File: src/rtl/core/bfm_pkg.sv
`default_nettype none
package bfm_pkg;

  typedef struct packed {
    logic [7:0] pixel_in;
    logic       frame_start;
  } bfm_in_item_t;

  typedef struct packed {
    logic [7:0]  pixel_out;
    logic [10:0] out_col;
    logic [15:0] out_row;
    logic        was_filtered;
    logic        last_of_item;
  } bfm_out_item_t;

  localparam int unsigned CfgDataW  = 16;
  localparam int unsigned CfgIndexW = 2;

  typedef enum logic [CfgIndexW-1:0] {
    REG_KERNEL_SIZE  = 2'd0,
    REG_IMAGE_WIDTH  = 2'd1,
    REG_IMAGE_HEIGHT = 2'd2
  } bfm_reg_t;

  localparam logic [3:0]  KernelReset = 4'd7;
  localparam logic [11:0] WidthReset  = 12'd640;
  localparam logic [15:0] HeightReset = 16'd480;
  localparam int unsigned DivSteps    = 16;

  typedef enum logic [2:0] {
    ST_IDLE,
    ST_DECIDE,
    ST_SUM,
    ST_DRAIN,
    ST_DIV_LOAD,
    ST_DIV,
    ST_EMIT_F
  } bfm_state_t;

  typedef struct packed {
    logic accept;
    logic load_border;
    logic rd_issue;
    logic div_load;
    logic div_step;
    logic load_filt;
  } bfm_cmd_t;

  typedef struct packed {
    logic out_free;
    logic border;
    logic interior;
    logic last_read;
    logic div_done;
  } bfm_sts_t;

endpackage
`default_nettype wire

File: src/rtl/core/bfm_ctrl.sv
`default_nettype none
module bfm_ctrl (
  input  wire logic              clk,
  input  wire logic              rst_n,
  input  wire logic              in_valid,
  output logic                   in_ready,
  input  wire bfm_pkg::bfm_sts_t sts,
  output bfm_pkg::bfm_cmd_t      cmd
);
  import bfm_pkg::*;

  bfm_state_t state_r, state_nxt;

  always_ff @(posedge clk) begin
    if (!rst_n) begin
      state_r <= ST_IDLE;
    end else begin
      state_r <= state_nxt;
    end
  end

  always_comb begin
    state_nxt = state_r;
    cmd       = '0;
    in_ready  = 1'b0;
    unique case (state_r)
      ST_IDLE: begin
        in_ready = 1'b1;
        if (in_valid) begin
          cmd.accept = 1'b1;
          state_nxt  = ST_DECIDE;
        end
      end
      ST_DECIDE: begin
        if (sts.border) begin
          if (sts.out_free) begin
            cmd.load_border = 1'b1;
            state_nxt       = sts.interior ? ST_SUM : ST_IDLE;
          end
        end else if (sts.interior) begin
          state_nxt = ST_SUM;
        end else begin
          state_nxt = ST_IDLE;
        end
      end
      ST_SUM: begin
        cmd.rd_issue = 1'b1;
        if (sts.last_read) begin
          state_nxt = ST_DRAIN;
        end
      end
      ST_DRAIN: begin
        state_nxt = ST_DIV_LOAD;
      end
      ST_DIV_LOAD: begin
        cmd.div_load = 1'b1;
        state_nxt    = ST_DIV;
      end
      ST_DIV: begin
        if (sts.div_done) begin
          state_nxt = ST_EMIT_F;
        end else begin
          cmd.div_step = 1'b1;
        end
      end
      ST_EMIT_F: begin
        if (sts.out_free) begin
          cmd.load_filt = 1'b1;
          state_nxt     = ST_IDLE;
        end
      end
      default: begin
        state_nxt = ST_IDLE;
      end
    endcase
  end
endmodule
`default_nettype wire

File: config.mk
export PLATFORM = sky130hd
export DESIGN_NAME = bfm_ctrl
export DESIGN_NICKNAME = d
export VERILOG_FILES = /design/src/rtl/core/bfm_pkg.sv /design/src/rtl/core/bfm_ctrl.sv
export SDC_FILE = /design/constraint.sdc
export NUM_CORES = 1
export LEC_CHECK = 0
export BUFFER_PORTS_ARGS = -buffer_cell sky130_fd_sc_hd__clkbuf_2
export CAP_MARGIN = 20
export CORE_AREA = 3 3 40 42
export CTS_BUF_LIST = sky130_fd_sc_hd__clkbuf_2 sky130_fd_sc_hd__clkbuf_4 sky130_fd_sc_hd__clkbuf_8
export CTS_CLUSTER_DIAMETER = 100
export CTS_CLUSTER_SIZE = 25
export DETAILED_ROUTE_END_ITERATION = 10
export DIE_AREA = 0 0 43 45
export GPL_ROUTABILITY_DRIVEN = 1
export PLACE_DENSITY = 0.44
export SYNTH_ARGS = -nofsm -noshare
export SYNTH_HDL_FRONTEND = slang
export SYNTH_SLANG_ARGS = --single-unit
export TNS_END_PERCENT = 100
File: constraint.sdc
create_clock -name clk -period 1.4 [get_ports clk]
set_clock_uncertainty 0.1 [all_clocks]
set_input_delay 0.14 -clock clk [delete_from_list [all_inputs] [get_ports clk]]
set_output_delay 0.14 -clock clk [all_outputs]
set_load 0.05 [all_outputs]
# ---- Yosys cells after proc, flatten, opt, wreduce, memory -nomap -nowiden
# Index checks and enable logic that the tools add are counted.
dict set report classes {
  eq_ne 11
  n_reduce_logical 2
  n_mux 19
}
# op count
set op_table {}
lappend op_table {{one-hot mux 3 bit (7 select lines)} 1}
lappend op_table {{2-to-1 mux 3 bit} 6}
lappend op_table {{2-to-1 mux 1 bit} 11}
lappend op_table {{equality test 3 bit (second input constant)} 3}
lappend op_table {{inequality test 2 bit (second input constant)} 4}
lappend op_table {{equality test 3 x 2 -> 1 bit (second input constant)} 2}
lappend op_table {{AND reduction 5 bit} 1}
lappend op_table {{equality test 3 x 1 -> 1 bit (second input constant)} 1}
lappend op_table {{logical NOT 3 bit} 1}
lappend op_table {{inequality test 3 bit (second input constant)} 1}
lappend op_table {{2-to-1 mux 2 bit} 1}
dict set report word_totals {
  reg_bits 3
  elab_cells 33
  out_inout_bits 7
}

# ---- Longest topological paths before layout
# Gate-level depths: netlist of run 1.
dict set report logic_depth {
  depth_word 4
  depth_mapped 5
}

# ---- Worst setup path after synthesis of run 1
# OpenSTA, ideal clock, no wires.
dict set report synth_path {
  path_type {register -> output}
  startpoint {register state_r[0]}
  endpoint {output port cmd[5] (netlist bit)}
  required_ns 1.160
  n_path_buf 1
  slack_ns -0.958
  t_arrival_ns 2.118
  stages_incl_launch_ff 4
  path_cell_list {dfxtp_1 > buf_6 > nor3_1 > and2_1}
}
# element line_no
set synth_lines {}
lappend synth_lines {{from (decl)} bfm_ctrl.sv:12} ;# bfm_state_t state_r, state_nxt;
lappend synth_lines {{from (signal assigned)} bfm_ctrl.sv:18} ;# state_r <= state_nxt;
lappend synth_lines {{to (decl)} bfm_ctrl.sv:8} ;# output bfm_pkg::bfm_cmd_t cmd

==> results.md, run 1 <==
- Vias in the first global route: 336
- Clock-pin transition on the worst setup and hold timing paths: 0.04 ns
- CP max stage delay: 0.36 ns
- Max Cap Viol: 0
- CTS root buf: clkbuf_4
- ANT cells: 0
- Cells after Synth: 34
- Pre-CTS WS: 0.0583 ns
- Cell variety after synth: 18
- CTS max path bufs: 2
- Placed cell area: 403 µm²
- Die height: 45 µm
- Clk sinks: 3
- Worst hold-check path type: in -> reg
- Syn-to-layout area delta: 139%
- Fill cells: 132
- Origin of the critical flop-to-flop path: state_r[1]$_SDFFE_PN0P_
- Syn Nets: 42
- Min Tclk post-route: 1.45 ns
- Worst Setup SP: state_r[2]$_SDFFE_PN0P_
- Warnings, synthesis: 0
- Final Cell Area: 611 µm²
- Final wirelength: 796 µm
- Pwr/cell area: 852 nW/µm²
- Final Hold Fails: 0
- Post-route ant nets: 0
- Ratio of cells with drive above 1 in the final layout: 0.700
- Gpl congestion: approximately 0.65
- GRT Total Usage: 0.0908
- Die width: 43 µm
- Worst path required time: 1.16 ns
- Detailed Route Iter0 Violations: 1
- RSZ-0062 raised after global routing: true
- Setup Total Neg Slack: -0.0836 ns
- Critical path's slowest cell: dfxtp_4
- Peak Freq: 688 MHz
- DR WL/cell: around 11 µm
- Total number of vias: 337
- Max Fanout on Critical Path: 7
- Mapped Area: 255 µm²
- Crit path kind: reg -> out
- Detailed Routing Iterations Pass 1: 4
- Startpoint Class: register
- CORE AREA: 1280 µm²
- CTS buffer count: 3
- IO Pins: 15
- Pleak: between 0.2 and 0.3 nW
- CTS tree: done
- Die Area: roughly 1900 µm²
- Largest register by flop count: state_r
- Post-route insts no fill: 75
- Max-slew violations: 0
- Final Net Count: 69
- Met2 wire len: 414 µm
- Highest metal used: met4
- Clk Latency, worst-skew pair: approximately 0.24 ns
- Worst VDD drop: 0.425 mV
- Max reg flops: 3
- Initial antenna violation count: 0
- Seq/Total Area, Yosys: 0.235
- Hpwl dp: 540 µm
- Status: finished with violations
- IO buf count: 14
- Hold Startpoint: rst_n
- WL met3: 48 µm
- Grt total ovfl: 0
- H-tree depth: 1
- Worst Tran Pin Value: 0.189 ns
- Slew margin rel.: 0.874
- First-pass GRT wire length: 1.32 mm
- Crit path DAT: 1.21 ns
- Vias/cell: roughly 4.5
- Final Setup Violations: 3
- Wl on met1: 310 µm
- Final period utilization: 1.04
- Largest regs: state_r (3)
- Site row count: 13
- Final WS setup: -0.0536 ns
- Initial Util: 0.199
- CP Cell Sequence: buf_6 -> nor3_4 -> and2_4 -> buf_8
- Largest net degree at the start of global routing: 8
- # DRC: 0
- Avg Cell Area, Syn: ~7.5 µm²
- Violated checks: negative setup slack
- Seq cells post-synth: 3
- Placed Cells: 67
- Most frequent cells in the layout: clkbuf_2, buf_6, clkbuf_4, buf_4
- CP endpoint kind: output pin
- Finished Core Util: 0.475
-- power breakdown --
group          total [mW]  leakage [nW]  switching [mW]  internal, mW
clock               0.176        0.0184          0.0491         0.126
sequential          0.108        0.0267          0.0147        0.0934
combinational       0.237         0.210           0.118         0.119
-- final cells by class --
class / instances / area [µm²] / share of cell area
clock buffers: 4 / 30.0 / 0.0492
inverters: 1 / 3.75 / 0.00615
flip-flops and latches: 3 / 71.3 / 0.117
repair buffers: 25 / 244 / 0.400
well taps: 15 / 18.8 / 0.0307
multi-input cells: 27 / 243 / 0.398
-- path summary, 6_finish.rpt --
kind,end,slack (ns),cells after the start
max,cmd[5],-0.05,4
min,state_r[2]$_SDFFE_PN0P_,0.08,2
max reg2reg,state_r[1]$_SDFFE_PN0P_,0.03,6
min reg2reg,state_r[2]$_SDFFE_PN0P_,0.41,2
-- cell usage after synthesis, drive strengths merged --
| cell type | instances | area share |
|---|---|---|
| a211o | 1 | 0.034 |
| a21boi | 1 | 0.029 |
| a21oi | 1 | 0.020 |
| and2 | 2 | 0.049 |
| buf | 3 | 0.10 |
| dfxtp | 3 | 0.24 |
| inv | 1 | 0.015 |
| mux2i | 2 | 0.078 |
| nand2 | 4 | 0.059 |
| nand3b | 3 | 0.088 |
| nand4bb | 1 | 0.044 |
| nor2 | 4 | 0.059 |
| nor3 | 2 | 0.039 |
| nor3b | 2 | 0.059 |
| o211ai | 1 | 0.029 |
| o21ai | 3 | 0.059 |
-- kinds of logic (layout without fill, tap and decap cells) --
family	Yosys count	in the layout	share of synthesized area
AOI/OAI and AO/OA	7	7	0.172
DFF	3	3	0.235
buffers and inverters	4	30	0.118
muxes	2	2	0.0784
and+or+nand+nor	18	18	0.397
-- per-stage QoR --
stage                     hold WS (ns)  power [mW]
after floorplan                  0.190       0.230
after global placement           0.341       0.273
after detailed placement         0.342       0.271
after CTS                       0.0776       0.495
after global routing            0.0973       0.549
final                           0.0815       0.520
-- layer usage --
layer	up-vias	track usage
met3	2	0.0199
met1	151	0.106
met5	-	0
met2	11	0.144
li1	173	-
met4	0	0.0723
-- worst max-delay path, delay by kind of cell, from the launching register on --
family,cells,cell delay (ns)
AND/OR/NAND/NOR,2,0.36
flip-flops,1,0.36
buffers and inverters,2,0.26
-- what timing repair did --
item	CTS	global route
setup endpoints to repair	7	7
gates resized for setup	22	18
hold buffers	0	0
pin swaps	6	8
endpoints found under the hold margin	0	0
setup buffers	4	1
Power figures use the tool's default switching activity.
==> inputs of run 2 (changes only) <==
--- a/config.mk
+++ b/config.mk
@@ -14,6 +14,7 @@
 export DETAILED_ROUTE_END_ITERATION = 10
 export DIE_AREA = 0 0 43 45
 export GPL_ROUTABILITY_DRIVEN = 1
+export MAX_ROUTING_LAYER = met4
 export PLACE_DENSITY = 0.44
 export SYNTH_ARGS = -nofsm -noshare
 export SYNTH_HDL_FRONTEND = slang
==> run 2 against run 1 <==
Compared with the run above:
- the run still ends with negative setup slack left
- die area did not move
- non-clock buffer count did not move
- sequential share of layout area unchanged
- sequential power about the same
- cell count unchanged
- first-iteration DRC count unchanged
- sequential cell count unchanged
- largest power group unchanged
==> results.md, run 2 (synthesis results as in run 1) <==
- Largest regs: state_r (3)
- Pleak: 0.255 nW (unchanged)
- Max-slew violations: 0 (unchanged)
- Largest net degree at the start of global routing: 8 (unchanged)
- CTS tree: done
- CP endpoint kind: output pin
- CTS root buf: clkbuf_4
- Worst hold-check path type: in -> reg
- Site row count: 13 (unchanged)
- DR WL/cell: 10.6 µm (+0.13%)
- Vias/cell: 4.49 (unchanged)
- Ratio of cells with drive above 1 in the final layout: 0.700 (unchanged)
- Final wirelength: 797 µm (+0.13%)
- Die width: 43 µm (unchanged)
- CORE AREA: 1280 µm² (unchanged)
- Crit path kind: reg -> out
- Final Cell Area: 611 µm² (unchanged)
- Initial antenna violation count: 0 (unchanged)
- Die Area: 1940 µm² (unchanged)
- First-pass GRT wire length: 1.32 mm (unchanged)
- Pwr/cell area: 853 nW/µm² (about the same)
- Fill cells: 132 (unchanged)
- Vias in the first global route: 332 (-1.2%)
- Clk Latency, worst-skew pair: 0.24 ns (about the same)
- Peak Freq: 688 MHz (about the same)
- Detailed Route Iter0 Violations: 1 (unchanged)
- IO buf count: 14 (unchanged)
- Routing usage on met3: 0.0159 (-0.00398)
- Detailed Routing Iterations Pass 1: 4 (unchanged)
- Grt total ovfl: 0 (unchanged)
- CTS buffer count: 3 (unchanged)
- Gpl congestion: 0.652 (+0.87%)
- Max reg flops: 3 (unchanged)
- Max Cap Viol: 0 (unchanged)
- # DRC: 0 (unchanged)
- Placed cell area: 403 µm² (unchanged)
- Final Net Count: 69 (unchanged)
- CP Cell Sequence: buf_6 -> nor3_4 -> and2_4 -> buf_8
- WP buf/inv: 2 (unchanged)
- Largest register by flop count: state_r
- Most frequent cells in the layout: clkbuf_2, buf_6, clkbuf_4, buf_4
- Critical path's slowest cell: dfxtp_4
- Hpwl dp: 540 µm (unchanged)
- M2 GR Usage: 0.144 (unchanged)
- Worst Tran Pin Value: 0.189 ns (-0.0000540 ns)
- Startpoint Class: register
- Status: finished with violations
- ANT cells: 0 (unchanged)
- Finished Core Util: 0.475 (unchanged)
- Final WS setup: -0.0540 ns (-0.000324 ns)
- Slew margin rel.: 0.874 (about the same)
- Kind of cell adding the most delay to the critical path: flip-flops
- CTS max path bufs: 2 (unchanged)
- Final Setup Violations: 3 (unchanged)
- GRT met1 Usage: 0.108 (+0.00241)
- IO Pins: 15 (unchanged)
- GRT Total Usage: 0.0935 (+0.00272)
- Total number of vias: 337 (unchanged)
- Worst path required time: 1.16 ns (about the same)
- H-tree depth: 1 (unchanged)
- Initial Util: 0.199 (unchanged)
- Violated checks: negative setup slack
- Final Hold Fails: 0 (unchanged)
- Die height: 45 µm (unchanged)
- Busiest layer in global routing: met2
- Syn-to-layout area delta: 139% (unchanged)
- R2r setup slk: 0.03 ns (about the same)
- Clock-pin transition on the worst setup and hold timing paths: 0.04 ns (about the same)
- Post-route ant nets: 0 (unchanged)
- RSZ-0062 raised after global routing: true
- Min Tclk post-route: 1.45 ns (+0.000324 ns)
- Clk sinks: 3 (unchanged)
- Final period utilization: 1.04 (about the same)
- Worst VDD drop: 0.425 mV (about the same)
- CP max stage delay: 0.36 ns (about the same)
- Crit path DAT: 1.21 ns (about the same)
- Max Fanout on Critical Path: 7 (unchanged)
## run 2: cell counts in the layout (fill, tap and decap cells not counted)
No cell type changed its count.
## run 2: final timing paths
kind	cells after the start	startpoint	endpoint
worst max-delay path	4	state_r[2]$_SDFFE_PN0P_	cmd[5]
worst min-delay path	2	rst_n	state_r[2]$_SDFFE_PN0P_
worst max register to register	6	state_r[1]$_SDFFE_PN0P_	state_r[1]$_SDFFE_PN0P_
worst min register to register	2	state_r[2]$_SDFFE_PN0P_	state_r[2]$_SDFFE_PN0P_
## run 2: stage by stage
| stage | cells | power [mW] | hold slack, ns | setup WS, ns | setup TNS, ns |
|---|---|---|---|---|---|
| 6_report | 75 | 0.521 | 0.0827 | -0.0540 | -0.0843 |
| 4_1_cts | 74 | 0.495 | 0.0776 | -0.0576 | -0.128 |
| 2_1_floorplan | 34 | 0.230 | 0.190 | -0.265 | -0.429 |
| 5_1_grt | 75 | 0.549 | 0.0973 | -0.0939 | -0.300 |
| 3_3_place_gp | 67 | 0.273 | 0.341 | 0.0544 | 0 |
| 3_5_place_dp | 67 | 0.271 | 0.342 | 0.0583 | 0 |
## run 2: cell type report
class	instances	area, µm²	share of cell area
repair buffers	25	244	0.400
multi-input cells	27	243	0.398
flip-flops and latches	3	71.3	0.117
clock buffers	4	30.0	0.0492
well taps	15	18.8	0.0307
inverters	1	3.75	0.00615
## run 2: layer usage
metal,routed length [µm],vias up,share of wire
met3,37,2,0.046
met4,23,0,0.029
met2,417,11,0.52
li1,-,173,-
met5,0,-,0
met1,319,151,0.40
## run 2: repair_timing
| action | CTS | global route |
|---|---|---|
| pin swaps | 6 | 8 |
| hold buffers | 0 | 0 |
| resized for setup | 22 | 18 |
| cloned | 0 | 0 |
| buffers inserted | 4 | 1 |
| endpoints found under the setup margin | 7 | 7 |
## run 2: power by group
group | internal (mW) | total (mW) | switching, mW
Sequential | 0.0935 | 0.108 | 0.0147
Clock | 0.126 | 0.176 | 0.0491
Combinational | 0.119 | 0.237 | 0.118
Total | 0.338 | 0.521 | 0.182
